File: src/design/postfix_prefix_evaluator_unit_macros.svh
// ----------------------------------------------------------------------------
// Postfix / prefix evaluator assertion macros
// Concurrent assertion helpers, active only outside synthesis.
// ----------------------------------------------------------------------------
`ifndef POSTFIX_PREFIX_EVALUATOR_UNIT_MACROS_SVH
`define POSTFIX_PREFIX_EVALUATOR_UNIT_MACROS_SVH
`ifndef SYNTHESIS
// Consequent must hold in the same cycle as the antecedent.
`define PPE_ASSERT_SAME(label, ante, cons, msg) \
   label: assert property (@(posedge clock) disable iff (reset) (ante) |-> (cons)) \
      else $error(msg);
// Consequent must hold in the cycle after the antecedent.
`define PPE_ASSERT_NEXT(label, ante, cons, msg) \
   label: assert property (@(posedge clock) disable iff (reset) (ante) |=> (cons)) \
      else $error(msg);
`else
`define PPE_ASSERT_SAME(label, ante, cons, msg)
`define PPE_ASSERT_NEXT(label, ante, cons, msg)
`endif
`endif

File: src/design/ppe_pkg.sv
// ----------------------------------------------------------------------------
// Postfix / prefix evaluator package
// Shared constants, payload types and controller interface types.
// ----------------------------------------------------------------------------
`timescale 1ns / 1ps

package ppe_pkg;

   localparam int StackDepth = 32;
   localparam int DataW      = 32;
   localparam int AddrW      = $clog2(StackDepth);
   localparam int CountW     = $clog2(StackDepth + 1);
   localparam int SymW       = 8;
   localparam int DivCntW    = $clog2(DataW);

   localparam logic [SymW-1:0] SymZero    = 8'h30;
   localparam logic [SymW-1:0] SymNine    = 8'h39;
   localparam logic [SymW-1:0] SymPlus    = 8'h2B;
   localparam logic [SymW-1:0] SymMinus   = 8'h2D;
   localparam logic [SymW-1:0] SymStar    = 8'h2A;
   localparam logic [SymW-1:0] SymSlash   = 8'h2F;
   localparam logic [SymW-1:0] SymPercent = 8'h25;

   typedef enum logic [2:0] {
      OP_NONE,
      OP_ADD,
      OP_SUB,
      OP_MUL,
      OP_DIV,
      OP_MOD
   } ppe_op_type;

   typedef enum logic [2:0] {
      ST_IDLE,
      ST_RD1,
      ST_RD2,
      ST_OPER,
      ST_DIV,
      ST_PUSH,
      ST_TOP,
      ST_EMIT
   } ppe_state_type;

   typedef struct packed {
      logic [SymW-1:0] symbol;
      logic            last;
   } ppe_req_type;

   typedef struct packed {
      logic signed [DataW-1:0] value;
      logic                    empty_at_end;
      logic                    underflow_seen;
      logic                    overflow_seen;
      logic                    div_zero_seen;
   } ppe_rsp_type;

   typedef struct packed {
      logic accept;
      logic pop1;
      logic pop2;
      logic oper;
      logic div_finish;
      logic push;
      logic top;
      logic emit;
   } ppe_cmd_type;

   typedef struct packed {
      logic req_digit;
      logic is_arith;
      logic is_divop;
      logic div_zero;
      logic div_done;
      logic last;
      logic out_free;
   } ppe_status_type;

endpackage

File: src/design/ppe_divider.sv
// ----------------------------------------------------------------------------
// Postfix / prefix evaluator divider
// Unsigned restoring divider, one quotient bit per cycle.
// ----------------------------------------------------------------------------
`timescale 1ns / 1ps

module ppe_divider (
   input  logic                         clock,
   input  logic                         reset,
   input  logic                         start,
   input  logic [ppe_pkg::DataW-1:0]    dividend,
   input  logic [ppe_pkg::DataW-1:0]    divisor,
   output logic [ppe_pkg::DataW-1:0]    quotient,
   output logic [ppe_pkg::DataW-1:0]    remainder,
   output logic                         done
);

   logic                          busy_ff, busy_in;
   logic                          done_ff, done_in;
   logic [ppe_pkg::DivCntW-1:0]   cnt_ff, cnt_in;
   logic [ppe_pkg::DataW-1:0]     quo_ff, quo_in;
   logic [ppe_pkg::DataW-1:0]     rem_ff, rem_in;
   logic [ppe_pkg::DataW-1:0]     den_ff, den_in;
   logic [ppe_pkg::DataW:0]       shifted;
   logic [ppe_pkg::DataW:0]       diff;

   assign shifted = {rem_ff, quo_ff[ppe_pkg::DataW-1]};
   assign diff    = shifted - {1'b0, den_ff};

   always_comb begin
      busy_in = busy_ff;
      done_in = done_ff;
      cnt_in  = cnt_ff;
      quo_in  = quo_ff;
      rem_in  = rem_ff;
      den_in  = den_ff;
      if (start) begin
         busy_in = 1'b1;
         done_in = 1'b0;
         cnt_in  = '0;
         quo_in  = dividend;
         rem_in  = '0;
         den_in  = divisor;
      end else if (busy_ff) begin
         // A non-negative trial difference means this quotient bit is one.
         if (!diff[ppe_pkg::DataW]) begin
            rem_in = diff[ppe_pkg::DataW-1:0];
            quo_in = {quo_ff[ppe_pkg::DataW-2:0], 1'b1};
         end else begin
            rem_in = shifted[ppe_pkg::DataW-1:0];
            quo_in = {quo_ff[ppe_pkg::DataW-2:0], 1'b0};
         end
         cnt_in = cnt_ff + 1'b1;
         if (cnt_ff == ppe_pkg::DivCntW'(ppe_pkg::DataW - 1)) begin
            busy_in = 1'b0;
            done_in = 1'b1;
         end
      end
   end

   always_ff @(posedge clock) begin
      if (reset) begin
         busy_ff <= 1'b0;
         done_ff <= 1'b0;
         cnt_ff  <= '0;
      end else begin
         busy_ff <= busy_in;
         done_ff <= done_in;
         cnt_ff  <= cnt_in;
      end
   end

   always_ff @(posedge clock) begin
      quo_ff <= quo_in;
      rem_ff <= rem_in;
      den_ff <= den_in;
   end

   assign quotient  = quo_ff;
   assign remainder = rem_ff;
   assign done      = done_ff;

endmodule

File: src/design/ppe_datapath.sv
// ----------------------------------------------------------------------------
// Postfix / prefix evaluator datapath
// Stack memory, operand registers, arithmetic, flags and result register.
// ----------------------------------------------------------------------------
`timescale 1ns / 1ps

module ppe_datapath (
   input  logic                    clock,
   input  logic                    reset,
   input  logic                    csr_we,
   input  logic                    csr_wdata,
   input  ppe_pkg::ppe_req_type    req_payload,
   input  ppe_pkg::ppe_cmd_type    cmd,
   output ppe_pkg::ppe_status_type status,
   input  logic                    rsp_ready,
   output logic                    rsp_valid,
   output ppe_pkg::ppe_rsp_type    rsp_payload
);

   logic [ppe_pkg::DataW-1:0]  stack_mem [ppe_pkg::StackDepth];
   logic                       rd_en;
   logic [ppe_pkg::AddrW-1:0]  rd_addr;
   logic [ppe_pkg::DataW-1:0]  rd_data_ff;
   logic                       wr_en;

   logic                       notation_ff;
   logic [ppe_pkg::CountW-1:0] count_ff, count_in;
   logic                       under_ff, under_in;
   logic                       over_ff, over_in;
   logic                       divz_ff, divz_in;
   logic [ppe_pkg::SymW-1:0]   symbol_ff, symbol_in;
   logic                       last_ff, last_in;
   logic                       first_mem_ff, first_mem_in;
   logic                       second_mem_ff, second_mem_in;
   logic [ppe_pkg::DataW-1:0]  op1_ff, op1_in;
   logic [ppe_pkg::DataW-1:0]  res_ff, res_in;
   logic                       lhs_neg_ff, lhs_neg_in;
   logic                       rhs_neg_ff, rhs_neg_in;
   logic                       rsp_valid_ff, rsp_valid_in;
   ppe_pkg::ppe_rsp_type       rsp_ff, rsp_in;

   ppe_pkg::ppe_op_type        op;
   logic [ppe_pkg::DataW-1:0]  second_val;
   logic [ppe_pkg::DataW-1:0]  lhs, rhs;
   logic [ppe_pkg::DataW-1:0]  lhs_mag, rhs_mag;
   logic [ppe_pkg::DataW-1:0]  prod_lo;
   logic                       rhs_zero;
   logic                       div_start;
   logic [ppe_pkg::DataW-1:0]  div_quo, div_rem;
   logic                       div_done;
   logic                       out_free;
   logic [ppe_pkg::SymW-1:0]   digit_val;

   always_comb begin
      unique case (symbol_ff)
         ppe_pkg::SymPlus:    op = ppe_pkg::OP_ADD;
         ppe_pkg::SymMinus:   op = ppe_pkg::OP_SUB;
         ppe_pkg::SymStar:    op = ppe_pkg::OP_MUL;
         ppe_pkg::SymSlash:   op = ppe_pkg::OP_DIV;
         ppe_pkg::SymPercent: op = ppe_pkg::OP_MOD;
         default:             op = ppe_pkg::OP_NONE;
      endcase
   end

   // A pop that found the stack empty contributes all ones.
   assign second_val = second_mem_ff ? rd_data_ff : '1;
   assign lhs        = notation_ff ? op1_ff : second_val;
   assign rhs        = notation_ff ? second_val : op1_ff;
   assign lhs_mag    = lhs[ppe_pkg::DataW-1] ? (~lhs + 1'b1) : lhs;
   assign rhs_mag    = rhs[ppe_pkg::DataW-1] ? (~rhs + 1'b1) : rhs;
   assign prod_lo    = lhs * rhs;
   assign rhs_zero   = (rhs == '0);
   assign div_start  = cmd.oper && !rhs_zero &&
                       (op == ppe_pkg::OP_DIV || op == ppe_pkg::OP_MOD);
   assign out_free   = !rsp_valid_ff || rsp_ready;
   assign digit_val  = req_payload.symbol - ppe_pkg::SymZero;

   ppe_divider u_divider (
      .clock     (clock),
      .reset     (reset),
      .start     (div_start),
      .dividend  (lhs_mag),
      .divisor   (rhs_mag),
      .quotient  (div_quo),
      .remainder (div_rem),
      .done      (div_done)
   );

   always_comb begin
      count_in      = count_ff;
      under_in      = under_ff;
      over_in       = over_ff;
      divz_in       = divz_ff;
      symbol_in     = symbol_ff;
      last_in       = last_ff;
      first_mem_in  = first_mem_ff;
      second_mem_in = second_mem_ff;
      op1_in        = op1_ff;
      res_in        = res_ff;
      lhs_neg_in    = lhs_neg_ff;
      rhs_neg_in    = rhs_neg_ff;
      rsp_valid_in  = rsp_valid_ff && !rsp_ready;
      rsp_in        = rsp_ff;
      rd_en         = 1'b0;
      rd_addr       = ppe_pkg::AddrW'(count_ff - 1'b1);
      wr_en         = 1'b0;

      if (cmd.accept) begin
         symbol_in = req_payload.symbol;
         last_in   = req_payload.last;
         res_in    = {{(ppe_pkg::DataW - ppe_pkg::SymW){1'b0}}, digit_val};
      end

      if (cmd.pop1) begin
         if (count_ff == '0) begin
            under_in     = 1'b1;
            first_mem_in = 1'b0;
         end else begin
            rd_en        = 1'b1;
            first_mem_in = 1'b1;
            count_in     = count_ff - 1'b1;
         end
      end

      if (cmd.pop2) begin
         op1_in = first_mem_ff ? rd_data_ff : '1;
         if (count_ff == '0) begin
            under_in      = 1'b1;
            second_mem_in = 1'b0;
         end else begin
            rd_en         = 1'b1;
            second_mem_in = 1'b1;
            count_in      = count_ff - 1'b1;
         end
      end

      if (cmd.oper) begin
         lhs_neg_in = lhs[ppe_pkg::DataW-1];
         rhs_neg_in = rhs[ppe_pkg::DataW-1];
         case (op)
            ppe_pkg::OP_ADD: res_in = lhs + rhs;
            ppe_pkg::OP_SUB: res_in = lhs - rhs;
            ppe_pkg::OP_MUL: res_in = prod_lo;
            default: begin
               res_in = '0;
               if (rhs_zero && op != ppe_pkg::OP_NONE) begin
                  divz_in = 1'b1;
               end
            end
         endcase
      end

      if (cmd.div_finish) begin
         if (op == ppe_pkg::OP_MOD) begin
            res_in = lhs_neg_ff ? (~div_rem + 1'b1) : div_rem;
         end else begin
            res_in = (lhs_neg_ff ^ rhs_neg_ff) ? (~div_quo + 1'b1) : div_quo;
         end
      end

      if (cmd.push) begin
         if (count_ff == ppe_pkg::CountW'(ppe_pkg::StackDepth)) begin
            over_in = 1'b1;
         end else begin
            wr_en    = 1'b1;
            count_in = count_ff + 1'b1;
         end
      end

      if (cmd.top) begin
         rd_en = (count_ff != '0);
      end

      if (cmd.emit) begin
         rsp_valid_in          = 1'b1;
         rsp_in.value          = (count_ff == '0) ? '0 : rd_data_ff;
         rsp_in.empty_at_end   = (count_ff == '0);
         rsp_in.underflow_seen = under_ff;
         rsp_in.overflow_seen  = over_ff;
         rsp_in.div_zero_seen  = divz_ff;
         count_in              = '0;
         under_in              = 1'b0;
         over_in               = 1'b0;
         divz_in               = 1'b0;
      end
   end

   always_ff @(posedge clock) begin
      if (wr_en) begin
         stack_mem[count_ff[ppe_pkg::AddrW-1:0]] <= res_ff;
      end
      if (rd_en) begin
         rd_data_ff <= stack_mem[rd_addr];
      end
   end

   always_ff @(posedge clock) begin
      if (reset) begin
         notation_ff  <= 1'b0;
         count_ff     <= '0;
         under_ff     <= 1'b0;
         over_ff      <= 1'b0;
         divz_ff      <= 1'b0;
         rsp_valid_ff <= 1'b0;
      end else begin
         if (csr_we) begin
            notation_ff <= csr_wdata;
         end
         count_ff     <= count_in;
         under_ff     <= under_in;
         over_ff      <= over_in;
         divz_ff      <= divz_in;
         rsp_valid_ff <= rsp_valid_in;
      end
   end

   always_ff @(posedge clock) begin
      symbol_ff     <= symbol_in;
      last_ff       <= last_in;
      first_mem_ff  <= first_mem_in;
      second_mem_ff <= second_mem_in;
      op1_ff        <= op1_in;
      res_ff        <= res_in;
      lhs_neg_ff    <= lhs_neg_in;
      rhs_neg_ff    <= rhs_neg_in;
      rsp_ff        <= rsp_in;
   end

   assign status.req_digit = (req_payload.symbol >= ppe_pkg::SymZero) &&
                             (req_payload.symbol <= ppe_pkg::SymNine);
   assign status.is_arith  = (op == ppe_pkg::OP_ADD) || (op == ppe_pkg::OP_SUB) ||
                             (op == ppe_pkg::OP_MUL);
   assign status.is_divop  = (op == ppe_pkg::OP_DIV) || (op == ppe_pkg::OP_MOD);
   assign status.div_zero  = rhs_zero;
   assign status.div_done  = div_done;
   assign status.last      = last_ff;
   assign status.out_free  = out_free;

   assign rsp_valid   = rsp_valid_ff;
   assign rsp_payload = rsp_ff;

endmodule

File: src/design/ppe_controller.sv
// ----------------------------------------------------------------------------
// Postfix / prefix evaluator controller
// Sequences pops, the operation, the push and the end-of-expression beat.
// ----------------------------------------------------------------------------
`timescale 1ns / 1ps

module ppe_controller (
   input  logic                    clock,
   input  logic                    reset,
   input  logic                    req_valid,
   output logic                    req_ready,
   input  ppe_pkg::ppe_status_type status,
   output ppe_pkg::ppe_cmd_type    cmd,
   output ppe_pkg::ppe_state_type  fsm_state
);

   ppe_pkg::ppe_state_type state_ff, state_in;

   always_comb begin
      state_in = state_ff;
      unique case (state_ff)
         ppe_pkg::ST_IDLE: begin
            if (req_valid) begin
               state_in = status.req_digit ? ppe_pkg::ST_PUSH : ppe_pkg::ST_RD1;
            end
         end
         ppe_pkg::ST_RD1: state_in = ppe_pkg::ST_RD2;
         ppe_pkg::ST_RD2: state_in = ppe_pkg::ST_OPER;
         ppe_pkg::ST_OPER: begin
            if (status.is_arith || (status.is_divop && status.div_zero)) begin
               state_in = ppe_pkg::ST_PUSH;
            end else if (status.is_divop) begin
               state_in = ppe_pkg::ST_DIV;
            end else begin
               state_in = status.last ? ppe_pkg::ST_TOP : ppe_pkg::ST_IDLE;
            end
         end
         ppe_pkg::ST_DIV: begin
            if (status.div_done) begin
               state_in = ppe_pkg::ST_PUSH;
            end
         end
         ppe_pkg::ST_PUSH: state_in = status.last ? ppe_pkg::ST_TOP : ppe_pkg::ST_IDLE;
         ppe_pkg::ST_TOP:  state_in = ppe_pkg::ST_EMIT;
         ppe_pkg::ST_EMIT: begin
            if (status.out_free) begin
               state_in = ppe_pkg::ST_IDLE;
            end
         end
         default: state_in = ppe_pkg::ST_IDLE;
      endcase
   end

   always_comb begin
      cmd       = '0;
      req_ready = 1'b0;
      unique case (state_ff)
         ppe_pkg::ST_IDLE: begin
            req_ready  = 1'b1;
            cmd.accept = req_valid;
         end
         ppe_pkg::ST_RD1:  cmd.pop1 = 1'b1;
         ppe_pkg::ST_RD2:  cmd.pop2 = 1'b1;
         ppe_pkg::ST_OPER: cmd.oper = 1'b1;
         ppe_pkg::ST_DIV:  cmd.div_finish = status.div_done;
         ppe_pkg::ST_PUSH: cmd.push = 1'b1;
         ppe_pkg::ST_TOP:  cmd.top = 1'b1;
         ppe_pkg::ST_EMIT: cmd.emit = status.out_free;
         default: cmd = '0;
      endcase
   end

   always_ff @(posedge clock) begin
      if (reset) begin
         state_ff <= ppe_pkg::ST_IDLE;
      end else begin
         state_ff <= state_in;
      end
   end

   assign fsm_state = state_ff;

endmodule

File: src/design/postfix_prefix_evaluator_unit.sv
// Each beat walks the controller states: a digit goes through push; any other character
// goes through the two pops and the operate step; + - * or a zero
// divisor add a push; / and % also wait in the divide state for the bit-serial divider. A last
// beat then reads the stack top and may stall while the previous result still waits in the
// output register. One beat is in flight at a time. Synchronous active-high reset clears the
// stack count, the flags, notation and the controller; stack memory is not cleared.
// ----------------------------------------------------------------------------
// Postfix / prefix evaluator
// Stack-based integer expression evaluator fed one character per beat.
// ----------------------------------------------------------------------------
`timescale 1ns / 1ps
`include "postfix_prefix_evaluator_unit_macros.svh"

module postfix_prefix_evaluator_unit (
   input  logic                 clock,
   input  logic                 reset,
   // Configuration: bit 0 selects prefix notation when set.
   input  logic                 csr_we,
   input  logic                 csr_wdata,
   // Character beats in.
   input  logic                 req_valid,
   output logic                 req_ready,
   input  ppe_pkg::ppe_req_type req_payload,
   // One result beat per expression out.
   output logic                 rsp_valid,
   input  logic                 rsp_ready,
   output ppe_pkg::ppe_rsp_type rsp_payload
);

   // The controller and datapath talk only through these two structs. The
   // controller walks each character through pop, operate and push steps,
   // while the datapath owns the stack memory, the flags and the divider.
   ppe_pkg::ppe_cmd_type    cmd;
   ppe_pkg::ppe_status_type status;
   ppe_pkg::ppe_state_type  fsm_state;

   ppe_controller u_controller (
      .clock     (clock),
      .reset     (reset),
      .req_valid (req_valid),
      .req_ready (req_ready),
      .status    (status),
      .cmd       (cmd),
      .fsm_state (fsm_state)
   );

   // The result sits in an output register, so the next expression can
   // start while the previous result waits for the consumer.
   ppe_datapath u_datapath (
      .clock       (clock),
      .reset       (reset),
      .csr_we      (csr_we),
      .csr_wdata   (csr_wdata),
      .req_payload (req_payload),
      .cmd         (cmd),
      .status      (status),
      .rsp_ready   (rsp_ready),
      .rsp_valid   (rsp_valid),
      .rsp_payload (rsp_payload)
   );

   // A new result only ever comes from the emit step.
   `PPE_ASSERT_SAME(a_rsp_from_emit, $rose(rsp_valid),
                    $past(fsm_state) == ppe_pkg::ST_EMIT, "result raised outside emit")
   // Every accepted beat takes the controller out of the idle state.
   `PPE_ASSERT_NEXT(a_accept_busy, req_valid && req_ready,
                    fsm_state != ppe_pkg::ST_IDLE, "controller idle after accept")
   // A finished divide always hands its result to the push step.
   `PPE_ASSERT_NEXT(a_div_to_push, fsm_state == ppe_pkg::ST_DIV && status.div_done,
                    fsm_state == ppe_pkg::ST_PUSH, "divide result not pushed")

endmodule
File: config.mk
export PLATFORM = sky130hd
export DESIGN_NAME = postfix_prefix_evaluator_unit
export DESIGN_NICKNAME = d
export VERILOG_FILES = /design/src/design/ppe_pkg.sv /design/src/design/ppe_divider.sv /design/src/design/ppe_datapath.sv /design/src/design/ppe_controller.sv /design/src/design/postfix_prefix_evaluator_unit.sv
export VERILOG_INCLUDE_DIRS = /design/src /design/src/design
export SDC_FILE = /design/constraint.sdc
export NUM_CORES = 2
export LEC_CHECK = 0
export BUFFER_PORTS_ARGS = -buffer_cell sky130_fd_sc_hd__buf_2
export CORE_MARGIN = 8
export CORE_UTILIZATION = 40
export CTS_CLUSTER_SIZE = 16
export DETAILED_ROUTE_END_ITERATION = 12
export GPL_ROUTABILITY_DRIVEN = 1
export PLACE_DENSITY_LB_ADDON = 0.1
export SETUP_SLACK_MARGIN = 0.3
export SKIP_CTS_REPAIR_TIMING = 1
export SLEW_MARGIN = 20
export SYNTH_ARGS = -nofsm -noshare
export SYNTH_HDL_FRONTEND = slang
export SYNTH_SLANG_ARGS = --single-unit
File: constraint.sdc
create_clock -name clock -period 17 [get_ports clock]
set_clock_uncertainty 0.2 [all_clocks]
set_input_delay 1.7 -clock clock [delete_from_list [all_inputs] [get_ports clock]]
set_output_delay 1.7 -clock clock [all_outputs]
set_load 0.01 [all_outputs]
Word-level counts from Yosys, hierarchy flattened
Memories as Yosys holds them, arrays and structs flattened. A register that Yosys moved wholly into a read port is not among the register bits.
Cells that the tools add are included.
{"block": "classes", "magnitude_cmp": 2, "n_eq_ne": 22, "multipliers": 1, "bitwise_logic": 6, "n_addsub": 11, "muxes": 57, "n_reduce_logical": 28}
{"op": "2-to-1 mux 32 bit", "count": 13}
{"op": "adder 32 x 1 -> 32 bit (second input constant)", "count": 4}
{"op": "inverter 32 bit", "count": 4}
{"op": "one-hot mux 32 bit (3 select lines)", "count": 1}
{"op": "equality test 8 x 6 -> 1 bit (second input constant)", "count": 5}
{"op": "2-to-1 mux 6 bit", "count": 6}
{"op": "subtractor 33 x 32 -> 33 bit", "count": 1}
{"op": "adder 32 bit", "count": 1}
{"op": "logical NOT 32 bit", "count": 1}
{"op": "multiplier 32 x 32 -> 32 bit", "count": 1}
{"op": "subtractor 32 bit", "count": 1}
{"op": "2-to-1 mux 31 bit", "count": 1}
{"op": "2-to-1 mux 1 bit", "count": 27}
{"op": "one-hot mux 3 bit (8 select lines)", "count": 1}
{"op": "2-to-1 mux 3 bit", "count": 7}
{"op": "equality test 3 bit (second input constant)", "count": 6}
{"op": "one-hot mux 3 bit (5 select lines)", "count": 1}
{"op": "equality test 3 x 2 -> 1 bit (second input constant)", "count": 4}
{"op": "greater-or-equal comparator 8 x 6 -> 1 bit (second input constant)", "count": 1}
{"op": "<= comparator 8 x 6 -> 1 bit (second input constant)", "count": 1}
{"op": "subtractor 8 x 6 -> 8 bit (second input constant)", "count": 1}
{"op": "adder 6 x 1 -> 6 bit (second input constant)", "count": 1}
{"op": "equality test 3 x 1 -> 1 bit (second input constant)", "count": 2}
{"op": "equality test 6 bit (second input constant)", "count": 1}
{"op": "other kinds (19)", "count": 35}
{"block": "word_totals", "ram_bits": 1024, "elab_cells": 155, "inputBits": 15, "reg_bits": 230, "n_memories": 1, "output_inout_bits": 38}
{"memory": "u_datapath.stack_mem", "depth": 32, "word_bits": 32, "rd": 1, "rd_clocked_by_memory_dff": 1, "wr": 1, "line_no": "ppe_datapath.sv:20", "text": "logic [ppe_pkg::DataW-1:0] stack_mem [ppe_pkg::StackDepth];"}

Depth between registers and ports, before layout
{"block": "depth", "word_depth": 8, "mapped_depth": 37, "mapped_depth_nobuf": 30}

Cells and area by module
A second synthesis with hierarchy kept.
{"block": "unflattened", "cells_unflattened": 5323, "area_unflattened_um2": 73339.1}
{"module": "ppe_datapath", "cells_each": 4705, "instances": 1, "area_each_um2": 67114.4, "seq_area_each_um2": 35323.9}
{"module": "ppe_divider", "cells_each": 573, "instances": 1, "area_each_um2": 5903.2, "seq_area_each_um2": 2702.6}
{"module": "ppe_controller", "cells_each": 45, "instances": 1, "area_each_um2": 321.6, "seq_area_each_um2": 60.1}

Worst setup path before layout
OpenSTA, ideal clock, no wires.
{"block": "synth_timing", "kind": "reg2reg", "from": "reg u_datapath.notation_ff", "to": "reg u_datapath.res_ff[31] in the netlist's numbering, data pin", "path_stages_with_launch": 38, "synth_period_minus_slack_ns": 9.395, "setup_ns": 0.254, "slack_ns": 7.605, "arrival_ns": 8.941, "required_time_ns": 16.546, "n_path_buf": 10, "path_cell_list": "dfxtp_1 buf_6 buf_6 buf_6 buf_4 buf_4 buf_2 buf_4 buf_2 buf_2 nand2_1 o21ai_1 clkbuf_1 nor2_1 fa_1 fa_1 fa_1 inv_1 [2 not listed] fa_1 inv_1 fa_1 inv_1 fa_1 fa_1 ha_1 a21oi_1 o21ai_0 a221o_1 nand4_1 nand2_1 o31a_1 a31o_2 a31oi_1 xor2_1 o22ai_1 a21o_1"}
{"block": "synth_between", "elab_chain_len": 5, "elab_cells_between_ends": 8, "cone_classes": "add/sub (2); mul (1); mux (5)"}
{"element": "start, declared", "line_no": "ppe_datapath.sv:26", "text": "logic notation_ff;"}
{"element": "start signal, assigned", "line_no": "ppe_datapath.sv:207", "text": "notation_ff <= csr_wdata;"}
{"element": "2-to-1 mux 32 bit (on tied branches)", "line_no": "ppe_datapath.sv:67, ppe_datapath.sv:68"}
{"element": "multiplier 32 x 32 -> 32 bit, or another cell as far along", "line_no": "ppe_datapath.sv:71", "text": "assign prod_lo = lhs * rhs;"}
{"element": "one-hot mux 32 bit (3 select lines) *", "line_no": "ppe_datapath.sv:140", "text": "case (op)"}
{"element": "2-to-1 mux 32 bit *", "line_no": "ppe_datapath.sv:137", "text": "if (cmd.oper) begin"}
{"element": "2-to-1 mux 32 bit *", "line_no": "ppe_datapath.sv:153", "text": "if (cmd.div_finish) begin"}
{"element": "named net u_datapath.res_in, one bit", "line_no": "ppe_datapath.sv:36", "text": "logic [ppe_pkg::DataW-1:0] res_ff, res_in;"}
{"element": "end signal, assigned", "line_no": "ppe_datapath.sv:223", "text": "res_ff <= res_in;"}
{"element": "end, declared", "line_no": "ppe_datapath.sv:36"}
Mark *: on every way through the listed nets, which the timed path passes. The rest lies on a longest branch.
A chain may end at the register's enable or synchronous reset.

Worst setup path after layout
Same ends and word-level chain as after synthesis.

==> metrics.json <==
{
  "worstSetupEndpointType": "flip-flop",
  "grt_pass1_wl_mm": 332,
  "clock.fmax_mhz": 98.5,
  "die_area_mm2": 0.195,
  "cp_max_fo": 58,
  "cp.arrival_ns": 10.49,
  "crit_top_cell": "fa_1",
  "synth.net_count": 5904,
  "firstDrtPassIters": 6,
  "slowest_stage": "dfxtp_4",
  "die_y_um": 441,
  "post-route-worst-setup-slack_ns": 6.85,
  "timing.max_cap.violations": 0,
  "period_needed_ns": 10.15,
  "gp_routability_congestion": 0.929,
  "worst_ep_required_time_ns": 17.34,
  "htree_levels": 4,
  "final.period_utilization": 0.597,
  "via_count": 44400,
  "synth_async_sr_flop_share": 0,
  "run_status": "finished clean",
  "clk_pin_slew_ns": 0.06,
  "overall_global_routing_resource_usage": 0.237,
  "hpwl_mm": 150,
  "synth_seq_area_share": 0.526,
  "std_cell_rows": 156,
  "area.growth.synth_to_final_pct": 11.6,
  "dominant_cells_by_area_after_synthesis": "edfxtp_1, fa_1, mux4_2",
  "vias_in_the_first_global_route": 45200,
  "wire_per_inst_um": 29.5,
  "timing.final.hold_violations": 0,
  "clockBufferDepth": 3,
  "utilization": 0.448,
  "synth_cell_types": 85,
  "antenna_found_initial": 5,
  "cp_slowest_stage_delay_ns": 0.82,
  "placeableCoreArea_mm2": 0.180,
  "worst_slew_pin_slew_ns": 1.29,
  "cts_tree": "built",
  "antenna_violating_nets_post_route": 0,
  "min-delay-path-class": "reg -> reg",
  "grt_setup_unrepaired": "false",
  "boundaryPins": 53,
  "final.setup.tns_ns": 0,
  "drt-total-wl_mm": 232,
  "placement.io_buffers": 52,
  "crit_path_start_kind": "flip-flop",
  "stdcell_area_mm2": 0.0807,
  "netlist.top_cell.by_area": "edfxtp_1",
  "floorplan.die.width_um": 441,
  "synth_largest_type_area_fraction": 0.512,
  "rr_worst_depth": 30,
  "clock_buffer_count_from_cts": 145,
  "pin_count_of_the_biggest_net_entering_global_routing": 123,
  "dpl-instance-area_mm2": 0.0762,
  "dpl_worst_slack_ns": 6.90,
  "route.detailed.drc": 0,
  "post_synth_inst_count": 5281,
  "synth_top_flop_cell": "edfxtp_1",
  "drt_iter0_markers": 4218,
  "slew_viol_final": 0,
  "post_drt_via_cell_ratio": 5.65,
  "start_util": 0.402,
  "post_route_cells_drive_above_1_share": 0.159,
  "crit_type": "reg -> reg",
  "maxSlewHeadroom": 0.137,
  "grt.overflow.total": 0,
  "clk-insertion-delay-late_ns": 0.79,
  "number_of_synthesis_warnings": 0,
  "yosys-top-cells-count": "edfxtp_1, nor2_1, inv_1",
  "syn-cell-area_mm2": 0.0724,
  "tritoncts_num_sinks": 1286,
  "nNetsFinal": 6002,
  "setup_viol": 0,
  "syn_area_per_cell_um2": 13.7,
  "synth_edf_count": 1233,
  "clk_root_buffer_cell": "clkbuf_16",
  "postSynthRegisterBits": 1286,
  "synth_most_common_cell": "edfxtp_1",
  "worstHoldPathCells": 0
}
## critical path: cells and delay by family, from the launching register on
family,cells,cell delay (ns)
adder cells (fa/ha/maj),9,4.22
AO/OA/AOI/OAI,8,1.94
buffers and inverters,8,1.86
flip-flops,1,0.82
AND/OR/NAND/NOR,3,0.38
XOR/XNOR,1,0.20
multiplexers,1,0.17
## metal layers
layer	routed length (um)	GRT usage
met5	0	0
met4	9240	0.0856
met3	13200	0.0354
met2	113000	0.400
met1	96000	0.313
## worst paths after layout
check / slack [ns] / start / end
hold / removal: 0.25 / u_datapath.under_ff / u_datapath.rsp_payload[2]
setup reg to reg: 6.85 / u_datapath.notation_ff / u_datapath.res_ff[31]
hold reg to reg: 0.25 / u_datapath.under_ff / u_datapath.rsp_payload[2]
setup / recovery: 6.85 / u_datapath.notation_ff / u_datapath.res_ff[31]
## placed cells by master, fill, tap and decap left out, types with 55 or more instances in the layout
cell and n:
nor2b_1 60, mux4_2 320, nor2_1 472, nand2b_1 116
clkbuf_16 147, nand2_1 371, xnor2_1 191, inv_1 463
xor2_1 91, fa_1 410, mux2i_1 55, ha_1 197
nor3_1 61, buf_4 140, a21oi_1 216, edfxtp_1 1233
o21ai_0 158
## metrics by stage
stage	hold WS, ns	cells
2_1_floorplan	0.209	5281
3_5_place_dp	0.244	7600
5_1_grt	0.261	7859
3_3_place_gp	0.240	7595
4_1_cts	0.257	7857
6_report	0.249	7863
## final cells by class
cell class              instances  area (um2)
flip-flops and latches       1286       38100
clock buffers                 178        3790
fillers                     16200       99400
multi-input cells            3266       31900
diodes                          4        10.0
inverters                     480        1800
clock inverters                79         719
repair buffers                200        1440
well taps                    2370        2970
## kinds of logic after synthesis
family,synth area share
xor gates and xnor gates,0.0348
muxes,0.118
DFF,0.526
and+or+nand+nor,0.0799
adders and majority gates,0.148
buffers and inverters,0.0388
AOI/OAI and AO/OA,0.0549
## state kept, by name, summed over array words and instances, names as in the netlist, 3 cells and up
| register | flops |
|---|---|
| u_datapath.u_divider.den_ff | 32 |
| u_datapath.symbol_ff | 8 |
| u_datapath.res_ff | 32 |
| u_datapath.rsp_payload | 36 |
| u_datapath.u_divider.cnt_ff | 5 |
| u_datapath.u_divider.remainder | 32 |
| u_datapath.count_ff | 6 |
| u_datapath.u_divider.quotient | 32 |
| u_controller.fsm_state | 3 |
| u_datapath.op1_ff | 32 |
| u_datapath.rd_data_ff | 32 |
| u_datapath.stack_mem | 1024 |
Power is left out: the tool's default activity adds up to more than one toggle a clock period on the data nets, which glitch-free logic cannot reach.
